==> config.mk <==
export PLATFORM = sky130hd
export DESIGN_NAME = json_string_utf8_decoder_core
export DESIGN_NICKNAME = d
export VERILOG_FILES = /design/src/hdl/jsu8_pkg.sv /design/src/hdl/json_string_utf8_decoder_core.sv /design/src/hdl/jsu8_front.sv /design/src/hdl/jsu8_queue.sv /design/src/hdl/jsu8_back.sv
export SDC_FILE = /design/constraint.sdc
export NUM_CORES = 1
export LEC_CHECK = 0
export ABC_AREA = 1
export BUFFER_PORTS_ARGS = -buffer_cell sky130_fd_sc_hd__buf_4
export CAP_MARGIN = 10
export CELL_PAD_IN_SITES_DETAIL_PLACEMENT = 1
export CELL_PAD_IN_SITES_GLOBAL_PLACEMENT = 2
export CORE_UTILIZATION = 37
export CTS_BUF_LIST = sky130_fd_sc_hd__clkbuf_8 sky130_fd_sc_hd__clkbuf_16
export CTS_CLUSTER_DIAMETER = 120
export DETAILED_ROUTE_END_ITERATION = 10
export GPL_TIMING_DRIVEN = 0
export HOLD_SLACK_MARGIN = 0.03
export MAX_ROUTING_LAYER = met4
export PLACE_DENSITY = 0.82
export SLEW_MARGIN = 40
export SYNTH_ARGS = -nofsm -noshare
export SYNTH_HDL_FRONTEND = slang
export SYNTH_SLANG_ARGS = --single-unit
==> constraint.sdc <==
create_clock -name clk -period 5.79 [get_ports clk]
set_clock_uncertainty 0.1 [all_clocks]
set_input_delay 1.158 -clock clk [delete_from_list [all_inputs] [get_ports clk]]
set_output_delay 1.158 -clock clk [all_outputs]
set_load 0.05 [all_outputs]
==> src/hdl/jsu8_pkg.sv <==
`default_nettype none
// ---------------------------------------------------------------------------
// jsu8_pkg: shared types, constants and helpers of the JSON string decoder
// Parse modes, result kinds, error codes, the result group that travels from
// the front end to the back end, and the encoding helpers.
// ---------------------------------------------------------------------------
package jsu8_pkg;

	// Parse modes of the front end
	typedef enum logic [3:0] {
		MODE_IDLE,
		MODE_BODY,
		MODE_UTF8,
		MODE_ESC,
		MODE_HEX,
		MODE_LOW_BS,
		MODE_LOW_U,
		MODE_LOW_HEX
	} mode_t;

	// Kinds of result
	typedef enum logic [1:0] {
		KIND_BYTE  = 2'd0,
		KIND_CLOSE = 2'd1,
		KIND_ERROR = 2'd2
	} kind_t;

	// Error codes
	typedef enum logic [3:0] {
		ERR_NO_QUOTE      = 4'd0,
		ERR_UNTERMINATED  = 4'd1,
		ERR_CONTROL       = 4'd2,
		ERR_BAD_UTF8      = 4'd3,
		ERR_BAD_HEX       = 4'd4,
		ERR_UNPAIRED_HIGH = 4'd5,
		ERR_BAD_LOW       = 4'd6,
		ERR_LONE_LOW      = 4'd7,
		ERR_NUL_ESCAPE    = 4'd8,
		ERR_BAD_ESCAPE    = 4'd9
	} err_t;

	localparam logic [3:0] CODE_NONE = 4'd0;

	// Group sizing
	localparam int MAX_RESULTS     = 4;
	localparam int RES_IDX_W       = $clog2(MAX_RESULTS);
	localparam int RES_CNT_W       = $clog2(MAX_RESULTS + 1);
	localparam int QUEUE_DEPTH_DEF = 4;

	// Port widths
	localparam int IN_TDATA_W  = 8;
	localparam int OUT_TDATA_W = 16;
	localparam int OUT_TUSER_W = 2;

	// Characters and byte bounds
	localparam logic [7:0] CH_NUL    = 8'h00;
	localparam logic [7:0] CH_QUOTE  = 8'h22;
	localparam logic [7:0] CH_SLASH  = 8'h2F;
	localparam logic [7:0] CH_BSLASH = 8'h5C;
	localparam logic [7:0] CH_B      = 8'h62;
	localparam logic [7:0] CH_F      = 8'h66;
	localparam logic [7:0] CH_N      = 8'h6E;
	localparam logic [7:0] CH_R      = 8'h72;
	localparam logic [7:0] CH_T      = 8'h74;
	localparam logic [7:0] CH_U      = 8'h75;
	localparam logic [7:0] CH_SPACE  = 8'h20;
	localparam logic [7:0] ASCII_END = 8'h80;
	localparam logic [7:0] LEAD_MIN  = 8'hC2;
	localparam logic [7:0] LEAD_MAX  = 8'hF4;
	localparam logic [7:0] LEAD_3    = 8'hE0;
	localparam logic [7:0] LEAD_ED   = 8'hED;
	localparam logic [7:0] LEAD_4    = 8'hF0;
	localparam logic [7:0] CONT_MIN  = 8'h80;
	localparam logic [7:0] CONT_MAX  = 8'hBF;

	// Surrogate prefixes (top six bits of a 16-bit code unit)
	localparam logic [5:0] SURR_HIGH = 6'b110110;
	localparam logic [5:0] SURR_LOW  = 6'b110111;
	// 0x10000 expressed in units of 0x400
	localparam logic [10:0] PLANE_BASE = 11'h040;

	typedef struct packed {
		kind_t      kind;
		logic [7:0] data;
		logic [3:0] code;
	} result_t;

	typedef struct packed {
		logic [RES_CNT_W-1:0]           cnt;
		result_t [MAX_RESULTS-1:0]      res;
	} group_t;

	typedef struct packed {
		logic empty;
		logic full;
	} q_status_t;

	// Hex digit value; bit 4 set means not a hex digit
	function automatic logic [4:0] hex_nibble(input logic [7:0] c);
		logic [4:0] v;
		v = 5'h10;
		if (c inside {[8'h30:8'h39]}) v = {1'b0, c[3:0]};
		else if (c inside {[8'h61:8'h66], [8'h41:8'h46]}) v = {1'b0, c[3:0] + 4'd9};
		return v;
	endfunction

	// Simple escape value; bit 8 set when the escape is a simple one
	function automatic logic [8:0] esc_value(input logic [7:0] c);
		logic [8:0] v;
		v = '0;
		case (c)
			CH_QUOTE, CH_BSLASH, CH_SLASH: v = {1'b1, c};
			CH_B:    v = {1'b1, 8'h08};
			CH_F:    v = {1'b1, 8'h0C};
			CH_N:    v = {1'b1, 8'h0A};
			CH_R:    v = {1'b1, 8'h0D};
			CH_T:    v = {1'b1, 8'h09};
			default: v = '0;
		endcase
		return v;
	endfunction

	// Append one result to a group
	function automatic group_t grp_put(input group_t g, input kind_t kind,
			input logic [7:0] data, input logic [3:0] code);
		group_t r;
		r = g;
		r.res[g.cnt[RES_IDX_W-1:0]].kind = kind;
		r.res[g.cnt[RES_IDX_W-1:0]].data = data;
		r.res[g.cnt[RES_IDX_W-1:0]].code = code;
		r.cnt = g.cnt + RES_CNT_W'(1);
		return r;
	endfunction

	// Append a code point as UTF-8
	function automatic group_t grp_cp(input group_t g, input logic [20:0] cp);
		group_t r;
		r = g;
		if (cp <= 21'h7F) begin
			r = grp_put(r, KIND_BYTE, {1'b0, cp[6:0]}, CODE_NONE);
		end else if (cp <= 21'h7FF) begin
			r = grp_put(r, KIND_BYTE, {3'b110, cp[10:6]}, CODE_NONE);
			r = grp_put(r, KIND_BYTE, {2'b10, cp[5:0]}, CODE_NONE);
		end else if (cp <= 21'hFFFF) begin
			r = grp_put(r, KIND_BYTE, {4'b1110, cp[15:12]}, CODE_NONE);
			r = grp_put(r, KIND_BYTE, {2'b10, cp[11:6]}, CODE_NONE);
			r = grp_put(r, KIND_BYTE, {2'b10, cp[5:0]}, CODE_NONE);
		end else begin
			r = grp_put(r, KIND_BYTE, {5'b11110, cp[20:18]}, CODE_NONE);
			r = grp_put(r, KIND_BYTE, {2'b10, cp[17:12]}, CODE_NONE);
			r = grp_put(r, KIND_BYTE, {2'b10, cp[11:6]}, CODE_NONE);
			r = grp_put(r, KIND_BYTE, {2'b10, cp[5:0]}, CODE_NONE);
		end
		return r;
	endfunction

endpackage
`default_nettype wire

==> src/hdl/json_string_utf8_decoder_core.sv <==
`default_nettype none
// With the queue empty, a byte's first result passes through the group queue and then
// the registered output stage before it is on the output.
// Throughput: one byte accepted per cycle while the group queue has room; one result
// delivered per cycle while m_axis_tready is high.
// The group queue (QUEUE_DEPTH groups) absorbs bursts of up to four results per byte.
// Reset (arst_n low) puts the parser in idle, empties the queue and clears tvalid.
// ---------------------------------------------------------------------------
// json_string_utf8_decoder_core: JSON string unescape and UTF-8 check
// Front end parses quoted-string bytes into result groups, a queue decouples
// it from the back end, which streams the results out one per transaction.
// ---------------------------------------------------------------------------
module json_string_utf8_decoder_core
	import jsu8_pkg::*;
#(
	parameter int QUEUE_DEPTH = QUEUE_DEPTH_DEF
) (
	input  wire logic                   clk,
	input  wire logic                   arst_n,
	input  wire logic                   s_axis_tvalid,
	output logic                        s_axis_tready,
	input  wire logic [IN_TDATA_W-1:0]  s_axis_tdata,  // [7:0] data_byte
	input  wire logic                   s_axis_tuser,  // [0] first_byte
	output logic                        m_axis_tvalid,
	input  wire logic                   m_axis_tready,
	output logic [OUT_TDATA_W-1:0]      m_axis_tdata,  // [7:0] out_byte, [11:8] error_code
	output logic [OUT_TUSER_W-1:0]      m_axis_tuser,  // [1:0] result_kind
	output logic                        m_axis_tlast   // last_of_run
);

	logic      accept;
	logic      push;
	logic      pop;
	group_t    front_grp;
	group_t    head_grp;
	q_status_t q_stat;

	// Take bytes while the queue has room
	assign s_axis_tready = !q_stat.full;
	assign accept        = s_axis_tvalid && s_axis_tready;

	jsu8_front u_front (
		.clk        (clk),
		.arst_n     (arst_n),
		.accept     (accept),
		.data_byte  (s_axis_tdata),
		.first_byte (s_axis_tuser),
		.push       (push),
		.grp        (front_grp)
	);

	jsu8_queue #(
		.DEPTH (QUEUE_DEPTH)
	) u_queue (
		.clk      (clk),
		.arst_n   (arst_n),
		.push     (push),
		.push_grp (front_grp),
		.pop      (pop),
		.head_grp (head_grp),
		.status   (q_stat)
	);

	jsu8_back u_back (
		.clk           (clk),
		.arst_n        (arst_n),
		.head_grp      (head_grp),
		.q_stat        (q_stat),
		.pop           (pop),
		.m_axis_tvalid (m_axis_tvalid),
		.m_axis_tready (m_axis_tready),
		.m_axis_tdata  (m_axis_tdata),
		.m_axis_tuser  (m_axis_tuser),
		.m_axis_tlast  (m_axis_tlast)
	);

	// A closed string always ends its run
	a_close_is_last: assert property (@(posedge clk) disable iff (!arst_n)
		m_axis_tvalid && (m_axis_tuser == KIND_CLOSE) |-> m_axis_tlast)
		else $error("close result without tlast");

	// Queued work reaches an empty output stage in the next cycle
	a_backlog_drains: assert property (@(posedge clk) disable iff (!arst_n)
		!q_stat.empty && !m_axis_tvalid |=> m_axis_tvalid)
		else $error("back end idle with groups queued");

	// Error results carry a defined error code
	a_error_code_range: assert property (@(posedge clk) disable iff (!arst_n)
		m_axis_tvalid && (m_axis_tuser == KIND_ERROR) |->
		m_axis_tdata[11:8] <= ERR_BAD_ESCAPE)
		else $error("error code out of range");

endmodule
`default_nettype wire

==> src/hdl/jsu8_front.sv <==
`default_nettype none
// ---------------------------------------------------------------------------
// jsu8_front: parser front end
// Takes one byte per transaction, runs the string parse state machine and
// builds the group of results that the byte causes.
// ---------------------------------------------------------------------------
module jsu8_front
	import jsu8_pkg::*;
(
	input  wire logic       clk,
	input  wire logic       arst_n,
	input  wire logic       accept,
	input  wire logic [7:0] data_byte,
	input  wire logic       first_byte,
	output logic            push,
	output group_t          grp
);

	mode_t       mode_q, mode_d;
	logic [7:0]  held_q [3];
	logic [7:0]  held_d [3];
	logic [1:0]  need_q, need_d;
	logic [15:0] hex_q, hex_d;
	logic [9:0]  high_q, high_d;
	logic [1:0]  dcnt_q, dcnt_d;
	logic        fail_v;

	logic [4:0]  hex_v;
	logic        hex_ok;
	logic [15:0] acc_nxt;
	logic        acc_high, acc_low;
	logic [8:0]  esc_v;
	logic        body_lead;
	logic [20:0] pair_cp;
	logic [10:0] pair_top;
	logic [2:0]  seq_len;
	logic [1:0]  idx;
	logic [7:0]  cont_lo, cont_hi;
	logic        cont_ok;

	// Shared decode of the incoming byte
	assign hex_v     = hex_nibble(data_byte);
	assign hex_ok    = !hex_v[4];
	assign acc_nxt   = {hex_q[11:0], hex_v[3:0]};
	assign acc_high  = (acc_nxt[15:10] == SURR_HIGH);
	assign acc_low   = (acc_nxt[15:10] == SURR_LOW);
	assign esc_v     = esc_value(data_byte);
	assign body_lead = data_byte inside {[LEAD_MIN:LEAD_MAX]};
	assign pair_top  = {1'b0, high_q} + PLANE_BASE;
	assign pair_cp   = {pair_top, acc_nxt[9:0]};

	// Allowed window for the next continuation byte
	always_comb begin
		if (held_q[0] >= LEAD_4) seq_len = 3'd4;
		else if (held_q[0] >= LEAD_3) seq_len = 3'd3;
		else seq_len = 3'd2;
		idx = 2'(seq_len - {1'b0, need_q});
		if (idx == 2'd0) idx = 2'd1;
		cont_lo = CONT_MIN;
		cont_hi = CONT_MAX;
		if (idx == 2'd1) begin
			case (held_q[0])
				LEAD_3:   cont_lo = 8'hA0;
				LEAD_ED:  cont_hi = 8'h9F;
				LEAD_4:   cont_lo = 8'h90;
				LEAD_MAX: cont_hi = 8'h8F;
				default:  ;
			endcase
		end
		cont_ok = (data_byte >= cont_lo) && (data_byte <= cont_hi);
	end

	// Next state
	always_comb begin
		mode_d = mode_q;
		held_d = held_q;
		need_d = need_q;
		hex_d  = hex_q;
		high_d = high_q;
		dcnt_d = dcnt_q;
		fail_v = 1'b0;
		if (first_byte) begin
			need_d = '0;
			dcnt_d = '0;
			hex_d  = '0;
			if (data_byte == CH_QUOTE) mode_d = MODE_BODY;
			else fail_v = 1'b1;
		end else begin
			case (mode_q)
				MODE_BODY: begin
					if (data_byte == CH_NUL) fail_v = 1'b1;
					else if (data_byte == CH_QUOTE) mode_d = MODE_IDLE;
					else if (data_byte < CH_SPACE) fail_v = 1'b1;
					else if (data_byte == CH_BSLASH) mode_d = MODE_ESC;
					else if (data_byte < ASCII_END) mode_d = MODE_BODY;
					else if (body_lead) begin
						held_d[0] = data_byte;
						if (data_byte >= LEAD_4) need_d = 2'd3;
						else if (data_byte >= LEAD_3) need_d = 2'd2;
						else need_d = 2'd1;
						mode_d = MODE_UTF8;
					end else fail_v = 1'b1;
				end
				MODE_UTF8: begin
					if (!cont_ok) fail_v = 1'b1;
					else if (need_q <= 2'd1) begin
						need_d = '0;
						mode_d = MODE_BODY;
					end else begin
						if (idx != 2'd3) held_d[idx] = data_byte;
						need_d = need_q - 2'd1;
					end
				end
				MODE_ESC: begin
					if (data_byte == CH_U) begin
						hex_d  = '0;
						dcnt_d = '0;
						mode_d = MODE_HEX;
					end else if (esc_v[8]) mode_d = MODE_BODY;
					else fail_v = 1'b1;
				end
				MODE_HEX: begin
					if (!hex_ok) fail_v = 1'b1;
					else begin
						hex_d = acc_nxt;
						if (dcnt_q != 2'd3) dcnt_d = dcnt_q + 2'd1;
						else begin
							dcnt_d = '0;
							if (acc_high) begin
								high_d = acc_nxt[9:0];
								mode_d = MODE_LOW_BS;
							end else if (acc_low || acc_nxt == 16'h0000) fail_v = 1'b1;
							else mode_d = MODE_BODY;
						end
					end
				end
				MODE_LOW_BS: begin
					if (data_byte == CH_BSLASH) mode_d = MODE_LOW_U;
					else fail_v = 1'b1;
				end
				MODE_LOW_U: begin
					if (data_byte == CH_U) begin
						hex_d  = '0;
						dcnt_d = '0;
						mode_d = MODE_LOW_HEX;
					end else fail_v = 1'b1;
				end
				MODE_LOW_HEX: begin
					if (!hex_ok) fail_v = 1'b1;
					else begin
						hex_d = acc_nxt;
						if (dcnt_q != 2'd3) dcnt_d = dcnt_q + 2'd1;
						else begin
							dcnt_d = '0;
							if (!acc_low) fail_v = 1'b1;
							else mode_d = MODE_BODY;
						end
					end
				end
				default: mode_d = MODE_IDLE;
			endcase
		end
		// Drop back to idle on any fault
		if (fail_v) begin
			mode_d = MODE_IDLE;
			need_d = '0;
			dcnt_d = '0;
		end
	end

	// Result group for this byte
	always_comb begin
		grp = '0;
		if (first_byte) begin
			if (mode_q != MODE_IDLE) grp = grp_put(grp, KIND_ERROR, 8'h00, ERR_UNTERMINATED);
			if (data_byte != CH_QUOTE) grp = grp_put(grp, KIND_ERROR, 8'h00, ERR_NO_QUOTE);
		end else begin
			case (mode_q)
				MODE_BODY: begin
					if (data_byte == CH_NUL)
						grp = grp_put(grp, KIND_ERROR, 8'h00, ERR_UNTERMINATED);
					else if (data_byte == CH_QUOTE)
						grp = grp_put(grp, KIND_CLOSE, 8'h00, CODE_NONE);
					else if (data_byte < CH_SPACE)
						grp = grp_put(grp, KIND_ERROR, 8'h00, ERR_CONTROL);
					else if (data_byte == CH_BSLASH || body_lead)
						grp = '0;
					else if (data_byte < ASCII_END)
						grp = grp_put(grp, KIND_BYTE, data_byte, CODE_NONE);
					else
						grp = grp_put(grp, KIND_ERROR, 8'h00, ERR_BAD_UTF8);
				end
				MODE_UTF8: begin
					if (!cont_ok) grp = grp_put(grp, KIND_ERROR, 8'h00, ERR_BAD_UTF8);
					else if (need_q <= 2'd1) begin
						grp = grp_put(grp, KIND_BYTE, held_q[0], CODE_NONE);
						if (idx >= 2'd2) grp = grp_put(grp, KIND_BYTE, held_q[1], CODE_NONE);
						if (idx == 2'd3) grp = grp_put(grp, KIND_BYTE, held_q[2], CODE_NONE);
						grp = grp_put(grp, KIND_BYTE, data_byte, CODE_NONE);
					end
				end
				MODE_ESC: begin
					if (data_byte == CH_U) grp = '0;
					else if (esc_v[8]) grp = grp_put(grp, KIND_BYTE, esc_v[7:0], CODE_NONE);
					else grp = grp_put(grp, KIND_ERROR, 8'h00, ERR_BAD_ESCAPE);
				end
				MODE_HEX: begin
					if (!hex_ok) grp = grp_put(grp, KIND_ERROR, 8'h00, ERR_BAD_HEX);
					else if (dcnt_q == 2'd3) begin
						if (acc_high) grp = '0;
						else if (acc_low) grp = grp_put(grp, KIND_ERROR, 8'h00, ERR_LONE_LOW);
						else if (acc_nxt == 16'h0000)
							grp = grp_put(grp, KIND_ERROR, 8'h00, ERR_NUL_ESCAPE);
						else grp = grp_cp(grp, {5'b0, acc_nxt});
					end
				end
				MODE_LOW_BS: begin
					if (data_byte != CH_BSLASH)
						grp = grp_put(grp, KIND_ERROR, 8'h00, ERR_UNPAIRED_HIGH);
				end
				MODE_LOW_U: begin
					if (data_byte != CH_U)
						grp = grp_put(grp, KIND_ERROR, 8'h00, ERR_UNPAIRED_HIGH);
				end
				MODE_LOW_HEX: begin
					if (!hex_ok) grp = grp_put(grp, KIND_ERROR, 8'h00, ERR_UNPAIRED_HIGH);
					else if (dcnt_q == 2'd3) begin
						if (!acc_low) grp = grp_put(grp, KIND_ERROR, 8'h00, ERR_BAD_LOW);
						else grp = grp_cp(grp, pair_cp);
					end
				end
				default: grp = '0;
			endcase
		end
	end

	// Queue a group only when the byte causes results
	assign push = accept && (grp.cnt != '0);

	// Advance parser state on each transaction
	always_ff @(posedge clk or negedge arst_n) begin
		if (!arst_n) begin
			mode_q    <= MODE_IDLE;
			held_q[0] <= '0;
			held_q[1] <= '0;
			held_q[2] <= '0;
			need_q    <= '0;
			hex_q     <= '0;
			high_q    <= '0;
			dcnt_q    <= '0;
		end else if (accept) begin
			mode_q <= mode_d;
			held_q <= held_d;
			need_q <= need_d;
			hex_q  <= hex_d;
			high_q <= high_d;
			dcnt_q <= dcnt_d;
		end
	end

endmodule
`default_nettype wire

==> src/hdl/jsu8_queue.sv <==
`default_nettype none
// ---------------------------------------------------------------------------
// jsu8_queue: result group queue
// Small FIFO of result groups between the front end and the back end.
// ---------------------------------------------------------------------------
module jsu8_queue
	import jsu8_pkg::*;
#(
	parameter int DEPTH = QUEUE_DEPTH_DEF
) (
	input  wire logic clk,
	input  wire logic arst_n,
	input  wire logic push,
	input  group_t    push_grp,
	input  wire logic pop,
	output group_t    head_grp,
	output q_status_t status
);

	localparam int PTR_W = (DEPTH > 1) ? $clog2(DEPTH) : 1;
	localparam int CNT_W = $clog2(DEPTH + 1);

	group_t             slot_q [DEPTH];
	logic [PTR_W-1:0]   wr_ptr_q, rd_ptr_q;
	logic [CNT_W-1:0]   count_q;
	logic               do_push, do_pop;

	assign status.empty = (count_q == '0);
	assign status.full  = (count_q == CNT_W'(DEPTH));
	assign do_push      = push && !status.full;
	assign do_pop       = pop && !status.empty;
	assign head_grp     = slot_q[rd_ptr_q];

	// Store incoming group
	always_ff @(posedge clk) begin
		if (do_push) slot_q[wr_ptr_q] <= push_grp;
	end

	// Advance pointers and occupancy
	always_ff @(posedge clk or negedge arst_n) begin
		if (!arst_n) begin
			wr_ptr_q <= '0;
			rd_ptr_q <= '0;
			count_q  <= '0;
		end else begin
			if (do_push)
				wr_ptr_q <= (wr_ptr_q == PTR_W'(DEPTH - 1)) ? '0 : wr_ptr_q + PTR_W'(1);
			if (do_pop)
				rd_ptr_q <= (rd_ptr_q == PTR_W'(DEPTH - 1)) ? '0 : rd_ptr_q + PTR_W'(1);
			if (do_push && !do_pop) count_q <= count_q + CNT_W'(1);
			else if (do_pop && !do_push) count_q <= count_q - CNT_W'(1);
		end
	end

endmodule
`default_nettype wire

==> src/hdl/jsu8_back.sv <==
`default_nettype none
// ---------------------------------------------------------------------------
// jsu8_back: result back end
// Unpacks the head group one result per cycle, while the output is not stalled,
// into a registered output stage and marks the final result of each group.
// ---------------------------------------------------------------------------
module jsu8_back
	import jsu8_pkg::*;
(
	input  wire logic                   clk,
	input  wire logic                   arst_n,
	input  group_t                      head_grp,
	input  q_status_t                   q_stat,
	output logic                        pop,
	output logic                        m_axis_tvalid,
	input  wire logic                   m_axis_tready,
	output logic [OUT_TDATA_W-1:0]      m_axis_tdata,  // [7:0] out_byte, [11:8] error_code
	output logic [OUT_TUSER_W-1:0]      m_axis_tuser,  // [1:0] result_kind
	output logic                        m_axis_tlast   // last_of_run
);

	logic [RES_IDX_W-1:0] idx_q;
	logic                 tvalid_q;
	result_t              res_q;
	logic                 last_q;
	logic                 load;
	logic                 is_last;

	assign load    = !q_stat.empty && (!tvalid_q || m_axis_tready);
	assign is_last = ({1'b0, idx_q} + RES_CNT_W'(1)) == head_grp.cnt;
	assign pop     = load && is_last;

	// Hold the output stage and its valid flag
	always_ff @(posedge clk or negedge arst_n) begin
		if (!arst_n) begin
			tvalid_q <= 1'b0;
			idx_q    <= '0;
		end else begin
			if (load) begin
				tvalid_q <= 1'b1;
				idx_q    <= is_last ? '0 : idx_q + RES_IDX_W'(1);
			end else if (m_axis_tready) begin
				tvalid_q <= 1'b0;
			end
		end
	end

	// Load the next result of the head group
	always_ff @(posedge clk) begin
		if (load) begin
			res_q  <= head_grp.res[idx_q];
			last_q <= is_last;
		end
	end

	assign m_axis_tvalid = tvalid_q;
	assign m_axis_tdata  = {{(OUT_TDATA_W - 12){1'b0}}, res_q.code, res_q.data};
	assign m_axis_tuser  = res_q.kind;
	assign m_axis_tlast  = last_q;

endmodule
`default_nettype wire

* After elaboration in Yosys (flattened, before gate mapping)
Memories as Yosys holds them, arrays and structs flattened.
Index checks and enable logic that the tools add are counted.
W data, S select, Z words.
** Word-level totals
- RAM bits :: 236
- Output and inout bits :: 21
- Register bits after elaboration :: 79
- Word-level logic and storage cells :: 351
- Memories kept :: 1
** Memory list
- u_queue.slot_q :: depth 4, width 59, rd ports 1, clocked after memory_dff 0, wr ports 1, RTL line jsu8_queue.sv:23 : group_t slot_q [DEPTH];
** Operators by class
- Mux-type cells :: 167
- Magnitude comparators :: 32
- Bitwise logic cells :: 5
- Add/subtract/negate cells :: 14
- Equal/unequal tests :: 67
- Reduce and logical (&&, ||, !) cells :: 48
** Operators by type and width (number)
- $mux W59 :: 30
- $bwmux W56 :: 9
- $pmux W59 S7 :: 1
- $demux W14 S2 :: 9
- $mux W57 :: 4
- $mux W58 :: 2
- $mux W4 :: 25
- $mux W14 :: 6
- $mux W12 :: 6
- $mux W24 :: 3
- $mux W8 :: 9
- $eq A8 B7 Y1 const B :: 7
- $pmux W9 S6 :: 1
- $mux W2 :: 22
- $ge A8 B8 Y1 const B :: 5
- $ne A4 B3 Y1 const B :: 10
- $eq A8 B8 Y1 const B :: 4
- $bmux W14 S2 :: 1
- $ne A4 B2 Y1 const B :: 7
- $pmux W4 S7 :: 1
- $mux W1 :: 25
- $bwmux W24 :: 1
- $pmux W12 S2 :: 1
- $pmux W6 S2 :: 2
- 72 further kinds :: 142

* Logic depth before layout (Yosys ltp)
Gate-level depths: netlist of the first run.
- Word-level depth :: 43
- Depth in mapped cells :: 31
- Gate-level depth less buffers :: 30

* Modules after synthesis
Synthesis of the first run repeated with hierarchy kept, for this count alone.
** Unflattened totals
- Cell total of the unflattened synthesis :: 1714
- Area, all modules :: 16344.4 um2
** Modules (own cells, without submodules)
- jsu8_queue :: times used 1, cells each 749, area each 9758.1 um2
- jsu8_front :: times used 1, cells each 830, area each 5345.1 um2
- jsu8_back :: times used 1, cells each 132, area each 1227.4 um2
- json_string_utf8_decoder_core :: times used 1, cells each 3, area each 13.8 um2

* Worst setup path after synthesis of the first run
Ideal clock, no wire load.
- Kind :: reg2reg
- Start :: register u_front.held_q[21] in the netlist's numbering
- End :: memory u_queue.slot_q[3][0] in the netlist's numbering, enable pin
- Path slack :: 147 ps
- Cell stages (with the launch flop) :: 24
- Data arrival time :: 5101 ps
- Clock period less this slack :: 5643 ps
- Required time :: 5249 ps
- Buffers on the path :: 1
- Cells stage by stage :: dfrtp_1 > nand3_1 > nor2_1 > inv_1 > ha_1 > xor2_1 > nand3b_1 > nand2_1 > clkbuf_1 > nand2_1 > inv_1 > ha_1 > a21o_1 > o211ai_1 > nand2_1 > nor2_4 > inv_2 > nor2_1 > inv_1 > a21oi_4 > nor2_2 > nand2_2 > nand2_4 > nor2_1
** RTL lines
- start, declared :: RTL line jsu8_front.sv:20 : logic [7:0] held_q [3];
- start signal, assigned :: RTL line jsu8_front.sv:253 : held_q <= held_d;
- end, declared :: RTL line jsu8_queue.sv:23

==> impl_metrics.ini, run 1 <==
[yosys]
ys_ff_latch = 246
ys.flop_type = edfxtp_1
yosysUniqueCellTypes = 60
avgSynthCellArea_um2 = 9.43
syn_inst = 1330
synth-edff-count = 183
seq_area_frac_synth = 0.564
synthArstFlopShare = 0.256
netlist_area_mm2 = 0.0125
yosysWarnings = 0

[worst_setup_path]
startpoint_type = flop
critical-path-max-stage-delay_ps = 380
rr_endpoint = u_queue.count_q[2]$_DFFE_PN0P_
crit_fanout = 10
r2r_start = u_front.held_q[22]$_DFFE_PN0P_
cp.required_ps = 6130
cp.arrival_ps = 5710
path_class = flop to flop
cpMostUsedCell = inv_1
ff2ff_path_depth = 29
critPathCaptureType = flop
slowest_stage = fa_1
rrSetupSlack_ps = 420

[die]
dieArea_mm2 = 0.0346
die_h_um = 186
die_w_um = 186
start_util = 0.375
row_count = 67
io_pins = 34
fp.coreArea_mm2 = 0.0334

[power]
p_int_uw = 3860
p_leak_uw = 0.00556
max-vdd-ir-drop_uv = 274
seqPwrFrac = 0.371
p_clk_frac = 0.272
power-per-cell-area_mw_per_mm2 = 436
p_comb_frac = 0.357
switching_share = 0.391
power.switching_uw = 2480

[global_routing]
grt_usage = 0.261
grt_max_degree = 64
grt_pass1_wl_mm = 65.3
grt_pass1_vias = 10700
antenna_found_initial = 0
grt_overflow_total = 0

[worst_hold_path]
min_delay_path_depth = 2
min_to = u_front.held_q[7]$_DFFE_PN0P_
hold_start = u_front.held_q[7]$_DFFE_PN0P_
hold_path.class = flop to flop

[clocking]
cts_tree = yes
clock_latency_ps = 560
cts_buffer_depth = 3
ctsHtreeMaxLevel = 1
clk_pin_slew_ps = 60
cts_sinks = 246
numCtsBuffers = 27
cts_root_buf = clkbuf_16

[placement]
port_buffers = 26
dp_hpwl_mm = 31.6
place.gp.congestion = 0.937
dp_slack_ps = -106
place_area_mm2 = 0.0136

[timing]
fin_hold_ws_ps = 361
setup_slack_ps = 421
maxSlewViolCount = 0
finalHoldViolCount = 0
fmax_ghz = 0.186
setup_viol = 0
maxSlewHeadroom = 0.470
worstMarginPinSlew_ps = 775
min_period_ps = 5370
setup_tns_ps = 0
period_share = 0.927

[routing]
viasPerCell = 5.58
first_pass_iters = 5
via_count = 10500
wirelength_mm = 42.6
ant_nets = 0
wl_per_cell_um = 22.7
drc_errors = 0
first_iter_violations = 842

[layout]
drive_gt1_frac = 0.115
mostFrequentLayoutCells = edfxtp_1 (183), nor2_1 (180), nand2_1 (179)
final_common_cell = edfxtp_1
area_growth_pct = 16.0
n_antenna_cell = 0
post-route-util = 0.435
finalInstanceArea_mm2 = 0.0145
fill_cells = 3780
final_nets = 1444

[outcome]
status = finished, final reports clean

[flow_run]
cap_viol_max_count = 0
-- what timing repair did --
action	CTS	global route
gates resized for setup	1	3
setup endpoints to repair	26	65
hold buffers	0	0
endpoints found under the hold margin	0	0
pin swaps	1	1
setup buffers	1	2
-- cells in the mapped netlist (19+ instances only) --
master,instances,area (um^2)
o22ai_1,19,119
edfxtp_1,183,5500
o21ai_0,164,821
dfrtp_1,63,1580
ha_1,22,275
a21oi_1,47,235
nand4_1,19,119
nand2_1,179,672
clkbuf_1,43,161
o221ai_1,29,254
nor3_1,19,95.1
nor2_1,185,694
inv_1,117,439
nand3_1,85,425
-- per-stage QoR --
stage / power, uW / cells
6_report: 6350 / 1877
5_1_grt: 6660 / 1877
4_1_cts: 6380 / 1875
3_5_place_dp: 4640 / 1824
3_3_place_gp: 4480 / 1811
2_1_floorplan: 3730 / 1337
-- flip-flops by register name, indices dropped and copies added, names as in the netlist, 3 cells and up --
register / cells
u_back.m_axis_tdata: 12
u_front.held_q: 24
u_front.hex_q: 12
u_front.high_q: 10
u_front.mode_q: 3
u_queue.count_q: 3
u_queue.slot_q: 168
-- metal layers --
layer,global-route usage,vias to the layer above,wire length (um)
met2,0.434,320,20800
met1,0.335,5257,18300
li1,-,4827,-
met3,0.0319,73,2320
met4,0.0708,0,1160
met5,-,-,0
-- power groups by stage --
stage               Sequential (uW)  Clock, uW  Combinational [uW]
detailed placement             2390          0                2250
finish                         2360       1730                2260
global placement               2400          0                2080
floorplan                      2570          0                1160
global route                   2380       1800                2470
CTS                            2360       1750                2270
-- cells by family (layout without fill, tap and decap cells) --
kind of cell / after synthesis / count (layout) / synth area share
AO/OA/AOI/OAI: 324 / 324 / 0.154
XOR/XNOR: 9 / 9 / 0.00629
adder cells (fa/ha/maj): 23 / 23 / 0.0235
buffers and inverters: 196 / 288 / 0.0639
flip-flops: 246 / 246 / 0.564
other: 1 / 8 / 0.000299
AND/OR/NAND/NOR: 531 / 531 / 0.188
-- final cells by class --
cell class,count,area (um^2),share of cell area
Buffer,59,278,0.0191
Clock buffer,28,689,0.0474
Clock inverter,22,193,0.0132
Inverter,137,527,0.0362
Multi-Input combinational cell,895,4750,0.326
Sequential cell,246,7070,0.486
Tap cell,448,561,0.0385
Timing Repair Buffer,42,482,0.0331
-- worst max-delay path by stage --
stage / slack, ps / startpoint / cells after the start / endpoint
finish: 420 / u_front.held_q[22]$_DFFE_PN0P_ / 29 / u_queue.count_q[2]$_DFFE_PN0P_
global route: -6 / u_front.held_q[23]$_DFFE_PN0P_ / 29 / u_queue.count_q[2]$_DFFE_PN0P_
CTS: 90 / u_front.held_q[22]$_DFFE_PN0P_ / 29 / u_queue.count_q[2]$_DFFE_PN0P_
detailed placement: -110 / u_front.held_q[22]$_DFFE_PN0P_ / 25 / u_queue.slot_q[0][52]$_DFFE_PP_
global placement: -2460 / u_front.held_q[21]$_DFFE_PN0P_ / 23 / u_queue.slot_q[1][53]$_DFFE_PP_
floorplan: 150 / u_front.held_q[21]$_DFFE_PN0P_ / 23 / u_queue.slot_q[3][0]$_DFFE_PP_
-- worst max-delay path: cells and delay by family (launching register included) --
| family | cells | cell delay [ps] |
|---|---|---|
| AOI/OAI and AO/OA | 5 | 920 |
| xor gates and xnor gates | 2 | 410 |
| adders and majority gates | 4 | 980 |
| buffers and inverters | 7 | 740 |
| DFF | 1 | 350 |
| and+or+nand+nor | 11 | 1740 |
(Power assumes the default switching activity.)
==> inputs of run 2 (changes only) <==
Settings changed: CORE_ASPECT_RATIO set to 1.1.
==> run 2 against run 1 <==
Against the previous run: count of clock-buffer cells in the layout is the same; core utilization up 0.30 points; design area rose by 0.18%; non-clock buffer count down 3; critical path type unchanged; critical endpoint unchanged; highest routed layer unchanged.
==> impl_metrics.ini, run 2 (synthesis gave the netlist of run 1 again) <==
[outcome]
status = finished, final reports clean

[clocking]
numCtsBuffers = 27
clk_pin_slew_ps = 60
cts_root_buf = clkbuf_16
cts_buffer_depth = 3
ctsHtreeMaxLevel = 1
clock_latency_ps = 540
cts_sinks = 246
cts_tree = yes

[global_routing]
grt_overflow_total = 0
grt_pass1_wl_mm = 63.9
grt_usage = 0.252
antenna_found_initial = 0
grt_max_degree = 64
grt_pass1_vias = 10500

[routing]
ant_nets = 0
wl_per_cell_um = 22.7
viasPerCell = 5.56
via_count = 10300
first_pass_iters = 5
drc_errors = 0
first_iter_violations = 841
wirelength_mm = 42.1

[layout]
layout.cells.non_filler = 1856
n_antenna_cell = 0
mostFrequentLayoutCells = edfxtp_1 (183), nor2_1 (179), nand2_1 (178)
largestRegisters = u_queue.slot_q (168), u_front.held_q (24)
top_register = u_queue.slot_q
final_nets = 1441
area_growth_pct = 16.2
largest_reg_flops = 168
drive_gt1_frac = 0.117
final_common_cell = edfxtp_1
fill_cells = 3809

[timing]
maxSlewHeadroom = 0.452
setup_slack_ps = 488
fin_hold_ws_ps = 358
setup_viol = 0
finalHoldViolCount = 0
min_period_ps = 5300
maxSlewViolCount = 0
fmax_ghz = 0.189
period_share = 0.916
worstMarginPinSlew_ps = 814
rsz0062_at_grt = false

[worst_setup_path]
cp.required_ps = 6100
cpMostUsedCell = inv_1
startpoint_type = flop
rrSetupSlack_ps = 490
path_class = flop to flop
critPathCaptureType = flop
slowest_stage = fa_1
cp.arrival_ps = 5610
crit_fanout = 10
critical-path-max-stage-delay_ps = 390

[die]
die_w_um = 178
start_util = 0.377
fp.coreArea_mm2 = 0.0333
row_count = 70
io_pins = 34
die_h_um = 195
dieArea_mm2 = 0.0346

[placement]
dp_slack_ps = -171
dp_hpwl_mm = 31.3
dp_cells = 1806
place.gp.congestion = 0.954
port_buffers = 26

[worst_hold_path]
hold_path.class = flop to flop

[power]
power-per-cell-area_mw_per_mm2 = 437
p_leak_uw = 0.00556
max-vdd-ir-drop_uv = 230

[flow_run]
cap_viol_max_count = 0
## run 2: per-stage QoR
step	utilization	total power [uW]	TNS [ps]	instance area [um^2]
3_5_place_dp	0.409	4600	-3920	13600
6_report	0.438	6370	0	14600
3_3_place_gp	0.400	4460	-419430	13300
4_1_cts	0.437	6410	0	14500
2_1_floorplan	-	3730	0	12600
5_1_grt	0.438	6690	0	14600
## run 2: path summary, 6_finish.rpt
| check | from | end | depth (start not counted) |
|---|---|---|---|
| hold / removal | u_front.held_q[15]$_DFFE_PN0P_ | u_front.held_q[15]$_DFFE_PN0P_ | 2 |
| setup / recovery | u_front.held_q[21]$_DFFE_PN0P_ | u_queue.count_q[2]$_DFFE_PN0P_ | 29 |
| setup reg to reg | u_front.held_q[21]$_DFFE_PN0P_ | u_queue.count_q[2]$_DFFE_PN0P_ | 29 |
| min in group asynchronous | arst_n | u_back.m_axis_tvalid$_DFFE_PN0P_ | 1 |
| hold reg to reg | u_front.held_q[15]$_DFFE_PN0P_ | u_front.held_q[15]$_DFFE_PN0P_ | 2 |
| max in group asynchronous | arst_n | u_front.high_q[3]$_DFFE_PN0P_ | 1 |
## run 2: report_power, final
part / internal (uW) / switching (uW) / total, uW
clock network: 1080 / 716 / 1800
registers: 2240 / 117 / 2350
logic: 627 / 1590 / 2220
## run 2: area by class of cell
class | count | area, um^2 | share of cell area
clock inverters | 20 | 234 | 0.0161
clock buffers | 28 | 689 | 0.0473
plain buffers | 59 | 278 | 0.0191
inverters | 137 | 527 | 0.0361
repair buffers | 39 | 474 | 0.0325
multi-input cells | 895 | 4760 | 0.327
well taps | 432 | 541 | 0.0371
flip-flops and latches | 246 | 7070 | 0.485
## run 2: routing by layer
metal,vias up,track usage,part of all wire
li1,4826,-,-
met3,64,0.0241,0.040
met2,251,0.423,0.50
met5,-,-,0
met4,0,0.0582,0.022
met1,5172,0.329,0.44
## run 2: timing repair
item / 4_1_cts / 5_1_grt
buffers inserted: 0 / 2
endpoints found under the setup margin: 37 / 112
hold buffers: 0 / 0
resized for setup: 2 / 5
pin swaps: 0 / 1
## run 2: worst max-delay path: cells and delay by family, from the launching register on
kind / cells / cell delay [ps]
AND/OR/NAND/NOR: 11 / 1760
adder cells (fa/ha/maj): 4 / 950
AO/OA/AOI/OAI: 5 / 950
buffers and inverters: 7 / 730
flip-flops: 1 / 340
XOR/XNOR: 2 / 320
==> inputs of run 3 (changes only) <==
Settings changed: CORE_ASPECT_RATIO 1.1 to 0.75.
==> run 3 against run 2 <==
Against the previous run: core utilization down 0.19 points; routed wire length rose by 5.2%; fmax grew 1.0%; critical path type unchanged; sequential power barely moved; largest cell class unchanged; cell count up 0.43%; non-clock buffer count shrank 2; largest power group unchanged; combinational power up 2%; design area shrank 1.6%; critical endpoint unchanged.
==> impl_metrics.ini, run 3 (synthesis gave the netlist of run 1 again) <==
[outcome]
status = finished, final reports clean

[routing]
first_iter_violations = 962
wirelength_mm = 44.3
ant_nets = 0
viasPerCell = 5.70
wl_per_cell_um = 23.8
first_pass_iters = 5
via_count = 10600
drc_errors = 0

[layout]
top_register = u_queue.slot_q
drive_gt1_frac = 0.113
mostFrequentLayoutCells = edfxtp_1 (183), nor2_1 (180), nand2_1 (177)
layout.cells.non_filler = 1864
area_growth_pct = 14.3
final_nets = 1439
fill_cells = 3768
largestRegisters = u_queue.slot_q (168), u_front.held_q (24)
final_common_cell = edfxtp_1
finalInstanceArea_mm2 = 0.0143
largest_reg_flops = 168
n_antenna_cell = 0

[timing]
fin_hold_ws_ps = 363
setup_viol = 0
worstMarginPinSlew_ps = 833
rsz0062_at_grt = false
finalHoldViolCount = 0
min_period_ps = 5250
maxSlewViolCount = 0
fmax_ghz = 0.191
maxSlewHeadroom = 0.445
setup_slack_ps = 541
period_share = 0.907

[clocking]
ctsHtreeMaxLevel = 1
cts_tree = yes
numCtsBuffers = 27
clock_latency_ps = 560
cts_root_buf = clkbuf_16
clk_pin_slew_ps = 60
cts_sinks = 246
cts_buffer_depth = 3

[power]
max-vdd-ir-drop_uv = 270
p_comb_frac = 0.365
power-per-cell-area_mw_per_mm2 = 432
switching_share = 0.405
p_leak_uw = 0.00544
seqPwrFrac = 0.381
power_uw = 6190
p_int_uw = 3680
power.switching_uw = 2510
p_clk_frac = 0.254

[worst_setup_path]
cp.required_ps = 6120
path_class = flop to flop
rrSetupSlack_ps = 540
crit_fanout = 10
startpoint_type = flop
startpoint = u_front.held_q[21]$_DFFE_PN0P_
rr_endpoint = u_queue.count_q[2]$_DFFE_PN0P_
ff2ff_path_depth = 31
cp.arrival_ps = 5580
crit_end = u_queue.count_q[2]$_DFFE_PN0P_
critical-path-max-stage-delay_ps = 390
critPathCaptureType = flop
slowest_stage = fa_1
r2r_start = u_front.held_q[21]$_DFFE_PN0P_
cpMostUsedCell = nand2_1

[placement]
place.gp.congestion = 0.924
dp_cells = 1814
port_buffers = 26
dp_hpwl_mm = 32.7
dp_slack_ps = -289
place_area_mm2 = 0.0135

[die]
die_h_um = 161
io_pins = 34
fp.coreArea_mm2 = 0.0329
dieArea_mm2 = 0.0346
die_w_um = 215
start_util = 0.381
row_count = 57

[global_routing]
grt_usage = 0.265
grt_pass1_wl_mm = 67.1
antenna_found_initial = 0
grt_pass1_vias = 10600
grt_overflow_total = 0
grt_max_degree = 64

[flow_run]
cap_viol_max_count = 0

[worst_hold_path]
hold_path.class = flop to flop
[run 3: cell count changes in the layout (fill, tap and decap cells not counted), sizes merged]
cell | previous run | this run
clkdlybuf4s18 | 1 | 0
clkbuf | 71 | 70
inv | 138 | 134
bufinv | 5 | 0
clkinv | 11 | 21
buf | 54 | 53
[run 3: worst max-delay path: cells and delay by family (launching register included)]
kind / cells / cell delay, ps
adder cells (fa/ha/maj): 4 / 1000
AO/OA/AOI/OAI: 4 / 640
AND/OR/NAND/NOR: 15 / 1930
flip-flops: 1 / 340
XOR/XNOR: 2 / 410
buffers and inverters: 6 / 690
[run 3: layer usage]
layer | up-vias | wire length, um | part of all wire | track usage
li1 | 4814 | - | - | -
met1 | 5373 | 21600 | 0.49 | 0.389
met2 | 372 | 18400 | 0.41 | 0.375
met3 | 61 | 3310 | 0.075 | 0.0510
met4 | 0 | 996 | 0.022 | 0.0636
met5 | - | 0 | 0 | -
[run 3: worst min-delay path by stage]
stage | to | cells after the start | slack, ps | start
final | u_front.held_q[7]$_DFFE_PN0P_ | 2 | 360 | u_front.held_q[7]$_DFFE_PN0P_
after CTS | u_front.held_q[7]$_DFFE_PN0P_ | 2 | 360 | u_front.held_q[7]$_DFFE_PN0P_
after global routing | u_front.held_q[7]$_DFFE_PN0P_ | 2 | 410 | u_front.held_q[7]$_DFFE_PN0P_
after floorplan | u_front.held_q[7]$_DFFE_PN0P_ | 2 | 320 | u_front.held_q[7]$_DFFE_PN0P_
after detailed placement | u_front.held_q[7]$_DFFE_PN0P_ | 2 | 340 | u_front.held_q[7]$_DFFE_PN0P_
after global placement | u_front.held_q[7]$_DFFE_PN0P_ | 2 | 340 | u_front.held_q[7]$_DFFE_PN0P_
[run 3: final cells by class]
| class | instances | area, um^2 | area share |
|---|---|---|---|
| Sequential cell | 246 | 7070 | 0.493 |
| Multi-Input combinational cell | 895 | 4760 | 0.332 |
| Clock buffer | 27 | 676 | 0.0471 |
| Tap cell | 442 | 553 | 0.0386 |
| Inverter | 137 | 527 | 0.0367 |
| Timing Repair Buffer | 37 | 362 | 0.0252 |
| Buffer | 59 | 278 | 0.0194 |
| Clock inverter | 21 | 110 | 0.00768 |
[run 3: repair_timing]
item	CTS	global route
buffers inserted	1	1
resized for setup	2	5
pin swaps	1	1
hold buffers	0	0
setup endpoints to repair	129	92
[run 3: through the flow]
| step | util | setup TNS (ps) |
|---|---|---|
| 3_5_place_dp | 0.411 | -16200 |
| 4_1_cts | 0.435 | 0 |
| 6_report | 0.436 | 0 |
| 5_1_grt | 0.436 | 0 |
| 3_3_place_gp | 0.405 | -443650 |
| 2_1_floorplan | - | 0 |
[run 3: power groups by stage]
stage               registers (uW)  clock network [uW]  logic [uW]
finish                        2360                1570        2260
global route                  2380                1660        2460
CTS                           2360                1600        2250
detailed placement            2390                   0        2230
global placement              2400                   0        2080
floorplan                     2570                   0        1160
